==> config.mk <==
export PLATFORM = sky130hd
export DESIGN_NAME = light_tracker_direction_control
export DESIGN_NICKNAME = d
export VERILOG_FILES = /design/src/hdl/ltdc_pkg.sv /design/src/hdl/ltdc_cfg.sv /design/src/hdl/ltdc_core.sv /design/src/hdl/light_tracker_direction_control.sv
export SDC_FILE = /design/constraint.sdc
export NUM_CORES = 1
export LEC_CHECK = 0
export ABC_AREA = 0
export BUFFER_PORTS_ARGS = -buffer_cell sky130_fd_sc_hd__buf_2
export CORE_MARGIN = 2
export CORE_UTILIZATION = 35
export DETAILED_ROUTE_END_ITERATION = 8
export GPL_TIMING_DRIVEN = 0
export PLACE_DENSITY = 0.5
export SLEW_MARGIN = 20
export SYNTH_ARGS = -nofsm -noshare
export SYNTH_HDL_FRONTEND = slang
export SYNTH_SLANG_ARGS = --single-unit
==> constraint.sdc <==
create_clock -name i_clk -period 7.2 [get_ports i_clk]
set_clock_uncertainty 0.1 [all_clocks]
set_input_delay 0 -clock i_clk [delete_from_list [all_inputs] [get_ports i_clk]]
set_output_delay 0 -clock i_clk [all_outputs]
set_load 0.03 [all_outputs]
==> src/hdl/ltdc_pkg.sv <==
// Package for the light tracker direction controller.
// Holds shared types, register indexes, reset values and code constants.
// No dependencies.
package ltdc_pkg;

    localparam int DARK_W = 10;
    localparam int TOL_W  = 10;
    localparam int HEAT_W = 9;
    localparam int CFG_W  = 10;
    localparam int IDX_W  = 2;
    localparam int REQ_W  = 2;
    localparam int EV_W   = 3;

    // configuration register indexes
    localparam logic [IDX_W-1:0] CFG_DARKNESS  = 2'd0;
    localparam logic [IDX_W-1:0] CFG_TOLERANCE = 2'd1;
    localparam logic [IDX_W-1:0] CFG_HEAT      = 2'd2;
    localparam logic [IDX_W-1:0] CFG_MONITOR   = 2'd3;

    // reset values of the configuration registers
    localparam logic [DARK_W-1:0] DARK_RST = 10'd100;
    localparam logic [TOL_W-1:0]  TOL_RST  = 10'd100;
    localparam logic [HEAT_W-1:0] HEAT_RST = 9'd50;
    localparam logic              MON_RST  = 1'b1;

    // standby request codes
    localparam logic [REQ_W-1:0] REQ_LEAVE = 2'd1;
    localparam logic [REQ_W-1:0] REQ_ENTER = 2'd2;

    typedef enum logic [1:0] {
        DIR_STOPPED = 2'd0,
        DIR_LEFT    = 2'd1,
        DIR_RIGHT   = 2'd2
    } t_dir;

    typedef enum logic [EV_W-1:0] {
        EV_NONE     = 3'd0,
        EV_STOPPED  = 3'd1,
        EV_LEFT     = 3'd2,
        EV_RIGHT    = 3'd3,
        EV_NIGHT    = 3'd4,
        EV_STANDBY  = 3'd5,
        EV_OVERHEAT = 3'd6
    } t_event;

    typedef struct packed {
        logic [DARK_W-1:0] darkness_level;
        logic [TOL_W-1:0]  balance_tolerance;
        logic [HEAT_W-1:0] heat_limit;
        logic              monitor_enable;
    } t_cfg;

    typedef struct packed {
        logic   drive_left;
        logic   drive_right;
        logic   standby_lamp;
        logic   cooling_lamp;
        t_event event_res;
    } t_result;

endpackage

==> src/hdl/ltdc_cfg.sv <==
// Configuration registers of the light tracker direction controller.
// Depends on ltdc_pkg.
module ltdc_cfg import ltdc_pkg::*; (
    input  logic             i_clk,
    input  logic             i_rst_n,
    input  logic             i_cfg_we,
    input  logic [IDX_W-1:0] i_cfg_index,
    input  logic [CFG_W-1:0] i_cfg_data,
    output t_cfg             o_cfg
);

    t_cfg r_cfg;

    always_ff @(posedge i_clk) begin
        if (!i_rst_n) begin
            r_cfg.darkness_level    <= DARK_RST;
            r_cfg.balance_tolerance <= TOL_RST;
            r_cfg.heat_limit        <= HEAT_RST;
            r_cfg.monitor_enable    <= MON_RST;
        end else if (i_cfg_we) begin
            unique case (i_cfg_index)
                CFG_DARKNESS:  r_cfg.darkness_level    <= i_cfg_data[DARK_W-1:0];
                CFG_TOLERANCE: r_cfg.balance_tolerance <= i_cfg_data[TOL_W-1:0];
                CFG_HEAT:      r_cfg.heat_limit        <= i_cfg_data[HEAT_W-1:0];
                CFG_MONITOR:   r_cfg.monitor_enable    <= i_cfg_data[0];
            endcase
        end
    end

    assign o_cfg = r_cfg;

endmodule

==> src/hdl/ltdc_core.sv <==
// Decision logic and tracker state of the light tracker direction controller.
// Depends on ltdc_pkg.
module ltdc_core import ltdc_pkg::*; #(
    parameter int SAMPLE_BITS = 10
) (
    input  logic                   i_clk,
    input  logic                   i_rst_n,
    input  logic                   i_adv,
    input  t_cfg                   i_cfg,
    input  logic [SAMPLE_BITS-1:0] i_sample_first,
    input  logic [SAMPLE_BITS-1:0] i_sample_second,
    input  logic [SAMPLE_BITS-1:0] i_heat_sample,
    input  logic [REQ_W-1:0]       i_standby_request,
    input  logic                   i_toggle_standby,
    output t_result                o_res
);

    localparam int CMP_W = (SAMPLE_BITS > CFG_W) ? SAMPLE_BITS : CFG_W;

    t_dir r_dir,      n_dir;
    logic r_standby,  n_standby;
    logic r_left,     n_left;
    logic r_right,    n_right;

    logic [CMP_W-1:0] s1, s2, heat, dark, tol, heat_max, diff;
    logic             sb, hot, moving, bright;
    t_event           ev;

    always_comb begin
        s1       = CMP_W'(i_sample_first);
        s2       = CMP_W'(i_sample_second);
        heat     = CMP_W'(i_heat_sample);
        dark     = CMP_W'(i_cfg.darkness_level);
        tol      = CMP_W'(i_cfg.balance_tolerance);
        heat_max = CMP_W'({i_cfg.heat_limit, 1'b0});
        diff     = (s1 > s2) ? (s1 - s2) : (s2 - s1);

        sb = r_standby;
        if (i_standby_request == REQ_LEAVE) begin
            sb = 1'b0;
        end else if (i_standby_request == REQ_ENTER) begin
            sb = 1'b1;
        end
        sb = sb ^ i_toggle_standby;

        hot    = heat > heat_max;
        moving = i_cfg.monitor_enable && (r_dir == DIR_LEFT || r_dir == DIR_RIGHT);
        bright = (s1 > dark) || (s2 > dark);

        n_dir     = r_dir;
        n_left    = r_left;
        n_right   = r_right;
        n_standby = sb | hot;
        ev        = EV_NONE;

        if (!sb && !hot) begin
            if (bright) begin
                if (diff < tol) begin
                    n_left  = 1'b0;
                    n_right = 1'b0;
                    if (moving) begin
                        n_dir = DIR_STOPPED;
                        ev    = EV_STOPPED;
                    end
                end else if (s1 > s2) begin
                    n_left  = 1'b1;
                    n_right = 1'b0;
                    if (i_cfg.monitor_enable && r_dir != DIR_LEFT) begin
                        n_dir = DIR_LEFT;
                        ev    = EV_LEFT;
                    end
                end else if (s1 < s2) begin
                    n_left  = 1'b0;
                    n_right = 1'b1;
                    if (i_cfg.monitor_enable && r_dir != DIR_RIGHT) begin
                        n_dir = DIR_RIGHT;
                        ev    = EV_RIGHT;
                    end
                end
                // exact tie with zero tolerance: keep drive and direction, no event
            end else begin
                n_left  = 1'b0;
                n_right = 1'b0;
                if (moving) begin
                    n_dir = DIR_STOPPED;
                    ev    = EV_NIGHT;
                end
            end
        end else begin
            n_left  = 1'b0;
            n_right = 1'b0;
            // standby wins over overheat in the event code when a moving direction is stopped
            if (moving) begin
                n_dir = DIR_STOPPED;
                ev    = sb ? EV_STANDBY : EV_OVERHEAT;
            end
        end

        o_res.drive_left   = n_left;
        o_res.drive_right  = n_right;
        o_res.standby_lamp = sb;
        o_res.cooling_lamp = hot;
        o_res.event_res    = ev;
    end

    always_ff @(posedge i_clk) begin
        if (!i_rst_n) begin
            r_dir     <= DIR_STOPPED;
            r_standby <= 1'b0;
            r_left    <= 1'b0;
            r_right   <= 1'b0;
        end else if (i_adv) begin
            r_dir     <= n_dir;
            r_standby <= n_standby;
            r_left    <= n_left;
            r_right   <= n_right;
        end
    end

endmodule

==> src/hdl/light_tracker_direction_control.sv <==
// Top level of the light tracker direction controller.
// Depends on ltdc_pkg, ltdc_cfg and ltdc_core.
//
// Sun-tracker motor controller. Each request carries two light samples, a
// heat sample and standby controls, and yields exactly one result: two motor
// drive lines, standby and cooling lamps and an event code. A request passes
// through an input register, one level of compare logic and a result
// register; the result register takes the result once the result slot is
// free. A new request is taken in every cycle while the input side does not
// stall; throughput is one request per cycle while the result channel is
// not stalled, set by the compare path and the tracker state it updates. The
// result register holds a stalled result while the input register takes the
// next request, and the input side stalls only when both registers are full.
// Configuration registers (0 darkness level, 1 balance tolerance, 2 heat
// limit, 3 monitor enable) are written through i_cfg_we and must only change
// while no request is in flight.
module light_tracker_direction_control import ltdc_pkg::*; #(
    parameter int SAMPLE_BITS = 10
) (
    input  logic                   i_clk,
    input  logic                   i_rst_n,
    // configuration write port
    input  logic                   i_cfg_we,
    input  logic [IDX_W-1:0]       i_cfg_index,
    input  logic [CFG_W-1:0]       i_cfg_data,
    // request channel
    input  logic                   i_in_valid,
    output logic                   o_in_stall,
    input  logic [SAMPLE_BITS-1:0] i_sample_first,
    input  logic [SAMPLE_BITS-1:0] i_sample_second,
    input  logic [SAMPLE_BITS-1:0] i_heat_sample,
    input  logic [REQ_W-1:0]       i_standby_request,
    input  logic                   i_toggle_standby,
    // result channel
    output logic                   o_out_valid,
    input  logic                   i_out_stall,
    output logic                   o_drive_left,
    output logic                   o_drive_right,
    output logic                   o_standby_lamp,
    output logic                   o_cooling_lamp,
    output logic [EV_W-1:0]        o_event_res
);

    t_cfg    cfg;
    t_result res;

    logic                   r_in_vld;
    logic [SAMPLE_BITS-1:0] r_s1, r_s2, r_heat;
    logic [REQ_W-1:0]       r_req;
    logic                   r_tog;

    logic                   r_out_vld;
    t_result                r_res;

    logic adv;
    logic in_take;

    // advance the request in the input register when the result slot frees up
    assign adv      = r_in_vld && (!r_out_vld || !i_out_stall);
    assign o_in_stall = r_in_vld && !adv;
    assign in_take  = i_in_valid && !o_in_stall;

    ltdc_cfg u_cfg (
        .i_clk       (i_clk),
        .i_rst_n     (i_rst_n),
        .i_cfg_we    (i_cfg_we),
        .i_cfg_index (i_cfg_index),
        .i_cfg_data  (i_cfg_data),
        .o_cfg       (cfg)
    );

    ltdc_core #(
        .SAMPLE_BITS (SAMPLE_BITS)
    ) u_core (
        .i_clk             (i_clk),
        .i_rst_n           (i_rst_n),
        .i_adv             (adv),
        .i_cfg             (cfg),
        .i_sample_first    (r_s1),
        .i_sample_second   (r_s2),
        .i_heat_sample     (r_heat),
        .i_standby_request (r_req),
        .i_toggle_standby  (r_tog),
        .o_res             (res)
    );

    // input register: control
    always_ff @(posedge i_clk) begin
        if (!i_rst_n) begin
            r_in_vld <= 1'b0;
        end else if (in_take) begin
            r_in_vld <= 1'b1;
        end else if (adv) begin
            r_in_vld <= 1'b0;
        end
    end

    // input register: payload, no reset
    always_ff @(posedge i_clk) begin
        if (in_take) begin
            r_s1   <= i_sample_first;
            r_s2   <= i_sample_second;
            r_heat <= i_heat_sample;
            r_req  <= i_standby_request;
            r_tog  <= i_toggle_standby;
        end
    end

    // result register: control
    always_ff @(posedge i_clk) begin
        if (!i_rst_n) begin
            r_out_vld <= 1'b0;
        end else if (adv) begin
            r_out_vld <= 1'b1;
        end else if (!i_out_stall) begin
            r_out_vld <= 1'b0;
        end
    end

    // result register: payload, hold while stalled
    always_ff @(posedge i_clk) begin
        if (adv) begin
            r_res <= res;
        end
    end

    assign o_out_valid    = r_out_vld;
    assign o_drive_left   = r_res.drive_left;
    assign o_drive_right  = r_res.drive_right;
    assign o_standby_lamp = r_res.standby_lamp;
    assign o_cooling_lamp = r_res.cooling_lamp;
    assign o_event_res    = r_res.event_res;

endmodule
Word-level counts from Yosys, hierarchy flattened
Index checks and enable logic that the tools add are counted.
{"block": "totals", "register_bits": 77, "input_bits": 50, "output_inout_bits": 9, "wordCells": 102}
{"block": "op_classes", "addsub": 2, "n_lt_le_gt_ge": 6, "eq_ne": 13, "mux": 36, "bitwise": 2, "n_reduce_logical": 23}
{"op": "10-bit greater-than comparator", "n": 4}
{"op": "2-bit two-way mux", "n": 11}
{"op": "3-bit two-way mux", "n": 7}
{"op": "10-bit less-than comparator", "n": 2}
{"op": "10-bit subtractor", "n": 2}
{"op": "1-bit two-way mux", "n": 17}
{"op": "5-bit != test, second input constant", "n": 3}
{"op": "10-bit two-way mux", "n": 1}
{"op": "2-bit equality test, second input constant", "n": 4}
{"op": "2-bit AND reduction", "n": 4}
{"op": "1-bit logical AND", "n": 7}
{"op": "2-bit by 1-bit equality test with 1-bit output, second input constant", "n": 3}
{"op": "1-bit zero test", "n": 6}
{"op": "2-bit by 1-bit != test with 1-bit output, second input constant", "n": 2}
{"op": "4-bit AND reduction", "n": 1}
{"op": "1-bit logical OR", "n": 3}
{"op": "2-bit zero test", "n": 1}
{"op": "2-bit != test, second input constant", "n": 1}
{"op": "2-bit nonzero test", "n": 1}
{"op": "1-bit bitwise OR", "n": 1}
{"op": "1-bit bitwise XOR", "n": 1}

Depth between registers and ports, before layout
Gate-level depths: netlist (run 1).
{"block": "depth", "word_depth": 8, "mapped_depth": 20, "depth_no_buf": 19}

By module
Synthesis (run 1) repeated with hierarchy kept, for this count alone.
{"block": "unflattened", "cells_unflattened": 468, "hier_area_um2": 4692.0}
{"module": "ltdc_core", "instances": 1, "cells_per_inst": 303, "area_each_um2": 2227.1, "seq_area_each_um2": 100.1}
{"module": "light_tracker_direction_control", "instances": 1, "cells_per_inst": 48, "area_each_um2": 1285.0, "seq_area_each_um2": 1241.2}
{"module": "ltdc_cfg", "instances": 1, "cells_per_inst": 117, "area_each_um2": 1179.9, "seq_area_each_um2": 600.6}

Least setup slack after synthesis (run 1)
OpenSTA, ideal clock, no wires.
{"block": "synth_path", "kind": "register -> register", "startpoint": "reg r_s1[0]", "endpoint": "reg u_core.r_dir[0]", "setup_time_ns": 0.117, "arrival_ns": 3.913, "required_time_ns": 6.983, "path_slack_ns": 3.070, "path_stages_with_launch": 20, "n_path_buf": 1, "period_less_slack_ns": 4.130, "path_cell_list": "edfxtp_1 > inv_1 > ha_1 > inv_1 > fa_1 > a21oi_1 > o21ai_1 > a211oi_2 > nor2_1 > buf_2 > o21a_1 > xor2_1 > ha_1 > a41o_1 > o31ai_1 > a21oi_1 > o221ai_1 > nor2_1 > o31a_1 > a32o_1"}
{"block": "synth_via", "elab_chain_len": 6}
{"item": "from (decl)", "line_no": "light_tracker_direction_control.sv:48", "text": "logic [SAMPLE_BITS-1:0] r_s1, r_s2, r_heat;"}
{"item": "from (signal assigned)", "line_no": "light_tracker_direction_control.sv:101", "text": "r_s1 <= i_sample_first;"}
{"item": "branches (longest 6 deep; another with 10-bit subtractor)"}
{"item": "to (signal assigned)", "line_no": "ltdc_core.sv:113", "text": "r_dir <= n_dir;"}
{"item": "to (decl)", "line_no": "ltdc_core.sv:20", "text": "t_dir r_dir, n_dir;"}
Parallel ways; which one is timed is not known.
A chain may end at the register's enable or synchronous reset.

Final worst setup path (run 1)
{"block": "layout_path", "startpoint": "reg r_s1[0]", "endpoint": "reg u_core.r_dir[1]"}
The elaborated chain is that of the path after synthesis.

==> results of run 1 <==
==> worst max-delay path: stages (launching register included) <==
cell and delay, ns:
edfxtp_1 0.39, inv_1 0.11, ha_1 0.18, inv_1 0.06, fa_1 0.40, a21oi_1 0.21
o21ai_1 0.17, a211oi_2 0.55, nor2_1 0.12, a2111oi_0 0.41, a41oi_1 0.12, xnor2_1 0.26
ha_1 0.31, a21oi_1 0.14, o21ai_0 0.18, o221ai_1 0.39, nor2_1 0.19, o31a_1 0.33
a32o_1 0.26
==> logic make-up after synthesis <==
logic type / Yosys count / synth area share
AND/OR/NAND/NOR: 137 / 0.143
AO/OA/AOI/OAI: 118 / 0.180
flip-flops: 77 / 0.419
adder cells (fa/ha/maj): 62 / 0.170
multiplexers: 4 / 0.00891
buffers and inverters: 79 / 0.0659
XOR/XNOR: 7 / 0.0132
==> Yosys cell counts, types with 3 or more instances <==
master | n | area, µm²
o21a_1 | 3 | 22.5
nand4_1 | 9 | 56.3
o31ai_1 | 3 | 22.5
a21o_1 | 7 | 52.6
mux2i_1 | 3 | 30.0
a21oi_1 | 19 | 95.1
clkbuf_1 | 10 | 37.5
edfxtp_1 | 40 | 1200
nand2b_1 | 5 | 31.3
nor3_1 | 3 | 15.0
ha_1 | 59 | 738
and3_1 | 4 | 25.0
xnor2_1 | 6 | 52.6
dfxtp_1 | 37 | 741
nand2_1 | 70 | 263
o21ai_0 | 12 | 60.1
nand3_1 | 9 | 45.0
o21ai_1 | 3 | 15.0
nor2_1 | 14 | 52.6
nor2b_1 | 6 | 37.5
o211ai_1 | 13 | 97.6
inv_1 | 66 | 248
a211oi_1 | 7 | 52.6
a21boi_0 | 23 | 173
o31a_1 | 3 | 26.3
a31oi_1 | 3 | 18.8
==> per-stage QoR <==
stage,total power (µW),worst slack (ns)
2_1_floorplan,663,3.07
3_3_place_gp,726,2.34
3_5_place_dp,734,2.28
4_1_cts,1240,2.26
5_1_grt,1290,1.85
6_report,1220,2.19
==> flip-flops by register name, summed over array words and instances (netlist names) <==
register	cells
r_s2	10
r_req	2
r_in_vld	1
r_s1	10
o_drive_left	1
u_core.r_dir	2
o_drive_right	1
o_standby_lamp	1
o_event_res	3
u_core.r_right	1
u_cfg.o_cfg	30
u_core.r_left	1
o_out_valid	1
r_heat	10
r_tog	1
u_core.r_standby	1
o_cooling_lamp	1
==> layout make-up <==
class | count | area share
Clock buffer | 13 | 0.0490
Tap cell | 176 | 0.0368
Timing Repair Buffer | 107 | 0.134
Buffer | 13 | 0.00962
Multi-Input combinational cell | 328 | 0.400
Clock inverter | 3 | 0.00377
Inverter | 66 | 0.0414
Sequential cell | 77 | 0.325
==> routing by layer <==
layer	wire (µm)	GRT usage
met1	5230	0.209
met2	5690	0.290
met5	0	0
met4	90	0.0536
met3	391	0.0412
==> worst min-delay path by stage <==
stage,endpoint,cells past startpoint
floorplan,r_heat[0],0
global placement,r_s1[0],1
detailed placement,r_heat[6],1
CTS,u_cfg.o_cfg[23],2
global route,u_cfg.o_cfg[24],2
finish,u_cfg.o_cfg[23],2
==> what timing repair did <==
action	CTS	global route
hold endpoints to repair	65	0
hold buffers	49	0
setup buffers	0	0
==> power breakdown <==
| part | internal, µW | switching [µW] |
|---|---|---|
| Combinational | 111 | 135 |
| Clock | 287 | 187 |
| Sequential | 486 | 12.4 |
| Total | 884 | 334 |
==> flow_metrics.tcl, run 1 <==
set metrics [dict create \
    cap_violations 0 \
    final_core_util 0.457 \
    cts_root_buf "clkbuf_16" \
    clock_sinks 77 \
    fin_crit_ns 5.01 \
    peakVddDrop_v 0.000133 \
    drc 0 \
    drt-pass1-iter-count 4 \
    drt_iter0_markers 172 \
    leakage_uw 0.00256 \
    io_buffers 57 \
    fin_setup_tns_ns 0 \
    layout-drive-gt1-share 0.142 \
    ant_nets 0 \
    synthArstFlopShare 0 \
    drt_wl_total_mm 11.4 \
    cp_max_fo 7 \
    crit_type "reg2reg" \
    cp-end-kind "flip-flop" \
    start_util 0.354 \
    fp.dieW_um 119 \
    r2r-start "r_s1[0]" \
    slew_headroom 0.461 \
    vias_per_cell 4.88 \
    antenna_found_initial 0 \
    clk_path_buf_depth 2 \
    fillCellCount 1231 \
    synth_edf_count 40 \
    synth_seq_area_share 0.419 \
    fin_nets 713 \
    syn_nets 595 \
    startpoint "r_s1[0]" \
    grt_max_degree 21 \
    seq_area_mm2 0.00194 \
    post-route-period-util 0.696 \
    row_count 42 \
    post_drt_wl_per_cell_um 14.6 \
    num_vias 3818 \
    cts-htree-levels 3 \
    clk_latency_ns 0.34 \
    r2r_cells 18 \
    rr_endpoint "u_core.r_dir[1]" \
    max_freq_mhz 200 \
    arrival_ns 5.14 \
    multi_input_area_mm2 0.00239 \
    final_common_cell "nand2_1" \
    design_area_mm2 0.00598 \
    finalNonFillerCells 783 \
    rrSetupSlack_ns 2.19 \
    gp_congestion 0.872 \
    yosysWarningCount 0 \
    placed_cells 718 \
    status "complete, no violations" \
    syn_area_mm2 0.00463 \
    grt_pass1_vias 3860 \
    setup_viol 0 \
    tightest_slew_ns 0.801 \
    whs_ns 0.0355 \
    final_max_slew_viol_count 0 \
    rsz0062_at_grt "false" \
    ios 59 \
    path_clk_slew_ns 0.06 \
    crit_required_ns 7.33 \
    overflow 0 \
    tritoncts "built" \
    antennaDiodeCount 0 \
    die_h_um 119 \
    grt_pass1_wl_mm 18.7 \
    synth_cells 484 \
    synth_area_per_cell_um2 9.58 \
    placed_area_mm2 0.00517 \
    worstHoldStart "i_rst_n" \
    cp-start-kind "flip-flop" \
    die_area_mm2 0.0142 \
    most-common-layout-cells "nand2_1, inv_1, ha_1" \
    p_per_area_mw_per_mm2 204 \
    cts_resized 0 \
    grt_usage 0.169 \
    hpwlAfterDp_mm 8.64 \
    fp.coreArea_mm2 0.0131 \
    ys_ff_latch 77 \
    synth_cell_types 61 \
    layout-area-overhead-vs-synth_pct 29.0 \
    synth_ff_type "edfxtp_1" \
    cts_buffers 9 \
    critPathCapture "u_core.r_dir[1]" \
    hold_path_class "in2reg" \
    hold_violations 0 \
]
Note: power is estimated with default switching activity, not from simulation.
==> run 2: changes to the inputs <==
Settings changed: ABC_AREA 0 to 1.
Clock period 7.2 ns to 5.1 ns, I/O delays scaled along.
==> run 2 against run 1 <==
Synthesized cell count is 12% higher; setup slack lost 1.1 ns; global-route usage down 0.50 points; count of clock-buffer cells in the layout shrank 2; flip-flop and latch count unchanged; register-to-register slack worse by 1.1 ns; critical path depth decreased by 1; sequential power up 43%; power up 43%; hold slack got worse by 0.017 ns; first-iteration DRC count up 4.7%; critical path type unchanged.
==> flow_metrics.tcl, run 2 <==
set metrics [dict create \
    worstHoldStart "i_cfg_we" \
    most-common-layout-cells "nand2_1, inv_1, ha_1" \
    die_area_mm2 0.0141 \
    synth_top_area_share 0.260 \
    start_util 0.361 \
    p_seq_frac 0.407 \
    io_buffers 58 \
    slew_headroom 0.506 \
    ant_nets 0 \
    muxShareOfSynthArea 0.00650 \
    overflow 0 \
    grt_pass1_wl_mm 18.2 \
    vias_per_cell 4.56 \
    cp-end-kind "flip-flop" \
    clk_latency_ns 0.34 \
    synth_area_per_cell_um2 8.49 \
    placed_area_mm2 0.00512 \
    synthArstFlopShare 0 \
    r2r_cells 17 \
    synth.area.top_cells "edfxtp_1, dfxtp_1, ha_1" \
    design_area_mm2 0.00599 \
    swShare 0.289 \
    peakVddDrop_v 0.000195 \
    grt_pass1_vias 3779 \
    setup_viol 0 \
    grt_max_degree 34 \
    cts_root_buf "clkbuf_16" \
    synthXorXnorAreaFrac 0.0171 \
    p_int_uw 1240 \
    fin_setup_tns_ns 0 \
    tritoncts "built" \
    final_max_slew_viol_count 0 \
    num_vias 3859 \
    ys_ff_latch 77 \
    path_clk_slew_ns 0.06 \
    cp_max_fo 10 \
    drt-pass1-iter-count 5 \
    synth_top_area_cell "edfxtp_1" \
    ios 59 \
    p_clk_frac 0.367 \
    synth_seq_area_share 0.421 \
    power_frac_comb 0.226 \
    synth_ff_type "edfxtp_1" \
    synthSimpleGateAreaFrac 0.158 \
    synth_cell_types 37 \
    clk_path_buf_depth 2 \
    drt_wl_total_mm 10.8 \
    final_common_cell "nand2_1" \
    antennaDiodeCount 0 \
    syn_area_mm2 0.00462 \
    largest_reg_flops 30 \
    layout-area-overhead-vs-synth_pct 29.7 \
    hold_path_class "in2reg" \
    synth_compound_area_frac 0.135 \
    cts_resized 0 \
    max_freq_mhz 250 \
    row_count 41 \
    hold_depth 4 \
    leakage_uw 0.00289 \
    gp_congestion 0.895 \
    synth_edf_count 40 \
    status "complete, no violations" \
    hpwlAfterDp_mm 8.14 \
    tightest_slew_ns 0.741 \
    cts-htree-levels 3 \
    cp-start-kind "flip-flop" \
    clock_sinks 77 \
    rsz0062_at_grt "false" \
    die_h_um 119 \
    synth_cells 544 \
    post_drt_wl_per_cell_um 12.8 \
    post-route-period-util 0.785 \
    hold_violations 0 \
    yosys.cell_count.top_type "nand2_1" \
    fp.coreArea_mm2 0.0128 \
    grt_usage 0.164 \
    r2r-start "r_s2[5]" \
    layout-drive-gt1-share 0.129 \
    min_to "u_cfg.o_cfg[10]" \
    crit_required_ns 5.09 \
    crit_type "reg2reg" \
    ys_top_cells_by_count "nand2_1, inv_1, ha_1" \
    yosysWarningCount 0 \
    yosys.area_share.adder 0.169 \
    cts_buffers 9 \
    fp.dieW_um 119 \
    arrival_ns 3.99 \
    synth_top_family_by_area "adder cells" \
    drt_iter0_markers 180 \
    fin_crit_ns 4.00 \
    antenna_found_initial 0 \
    rr_endpoint "o_event_res[1]" \
    syn_nets 655 \
    rrSetupSlack_ns 1.10 \
    cap_violations 0 \
    p_per_area_mw_per_mm2 291 \
    p_sw_uw 505 \
    fin_nets 781 \
    drc 0 \
]
-- run 2: cell count changes after synthesis, sizes merged, moves of 6 or more --
| cell | before | now |
|---|---|---|
| o21ai | 16 | 36 |
| a21boi | 24 | 0 |
| a21oi | 19 | 51 |
| nand2 | 70 | 113 |
| nor2b | 6 | 0 |
| a211oi | 9 | 0 |
| inv | 66 | 107 |
| nor2 | 14 | 29 |
-- run 2: cells by family (layout without fill, tap and decap cells) --
family,after synthesis,in the layout
mux,3,3
simple gates,170,170
buf+inv,114,245
compound gates,110,110
xor+xnor,9,9
flops,77,77
fa+ha+maj,61,61
-- run 2: how the worst max path moves through the flow --
stage	end	cells past startpoint	from
6_report	o_event_res[1]	17	r_s2[5]
5_1_grt	u_core.r_dir[0]	19	r_s2[2]
4_1_cts	o_event_res[1]	17	r_s2[5]
3_5_place_dp	o_event_res[1]	17	r_s2[5]
3_3_place_gp	o_event_res[1]	17	r_s2[5]
2_1_floorplan	o_event_res[1]	19	r_s1[0]
-- run 2: routing by layer --
layer,track usage,routed length [µm],vias up
li1,-,-,2041
met1,0.211,5240,1735
met2,0.262,4920,73
met3,0.0551,501,10
met4,0.0484,150,0
met5,0,0,-
-- run 2: worst max-delay path: stages (launching register included) --
cell	delay, ns
edfxtp_1	0.44
ha_1	0.42
nand2_2	0.12
nor3_1	0.38
nand2_1	0.19
nand2_4	0.13
buf_6	0.15
mux2i_1	0.22
xnor2_1	0.15
inv_1	0.07
ha_1	0.29
a21oi_1	0.15
o21ai_0	0.11
nand2_1	0.07
nand3_1	0.21
nand3_1	0.25
inv_1	0.10
a32o_1	0.21
-- run 2: layout make-up --
type | count | area, µm²
fill | 1238 | 6790
multi-input combinational | 353 | 2240
sequential | 77 | 1940
timing repair buffer | 115 | 861
inverter | 108 | 405
clock buffer | 11 | 233
tap | 172 | 215
clock inverter | 5 | 58.8
buffer | 6 | 30.0
-- run 2: power groups by stage --
stage / Combinational (µW) / Clock, µW / Sequential [µW]
finish: 395 / 640 / 710
floorplan: 254 / 0 / 728
global route: 459 / 693 / 714
global placement: 352 / 0 / 724
CTS: 396 / 662 / 710
detailed placement: 362 / 0 / 724
-- run 2: timing repair --
| item | in CTS | in global routing |
|---|---|---|
| setup endpoints to repair | 0 | 0 |
| hold buffers | 57 | 0 |
| setup buffers | 0 | 0 |
| hold endpoints to repair | 65 | 0 |
-- run 2: metrics by stage --
stage,util,setup WS [ns],power (µW),hold slack (ns),std cells
CTS,0.469,1.05,1770,0.000579,847
detailed placement,0.401,1.07,1090,0.0781,774
global route,0.469,0.671,1870,0.0135,847
floorplan,-,1.78,983,-0.00113,544
global placement,0.401,1.17,1080,0.0763,774
finish,0.469,1.10,1740,0.0185,847
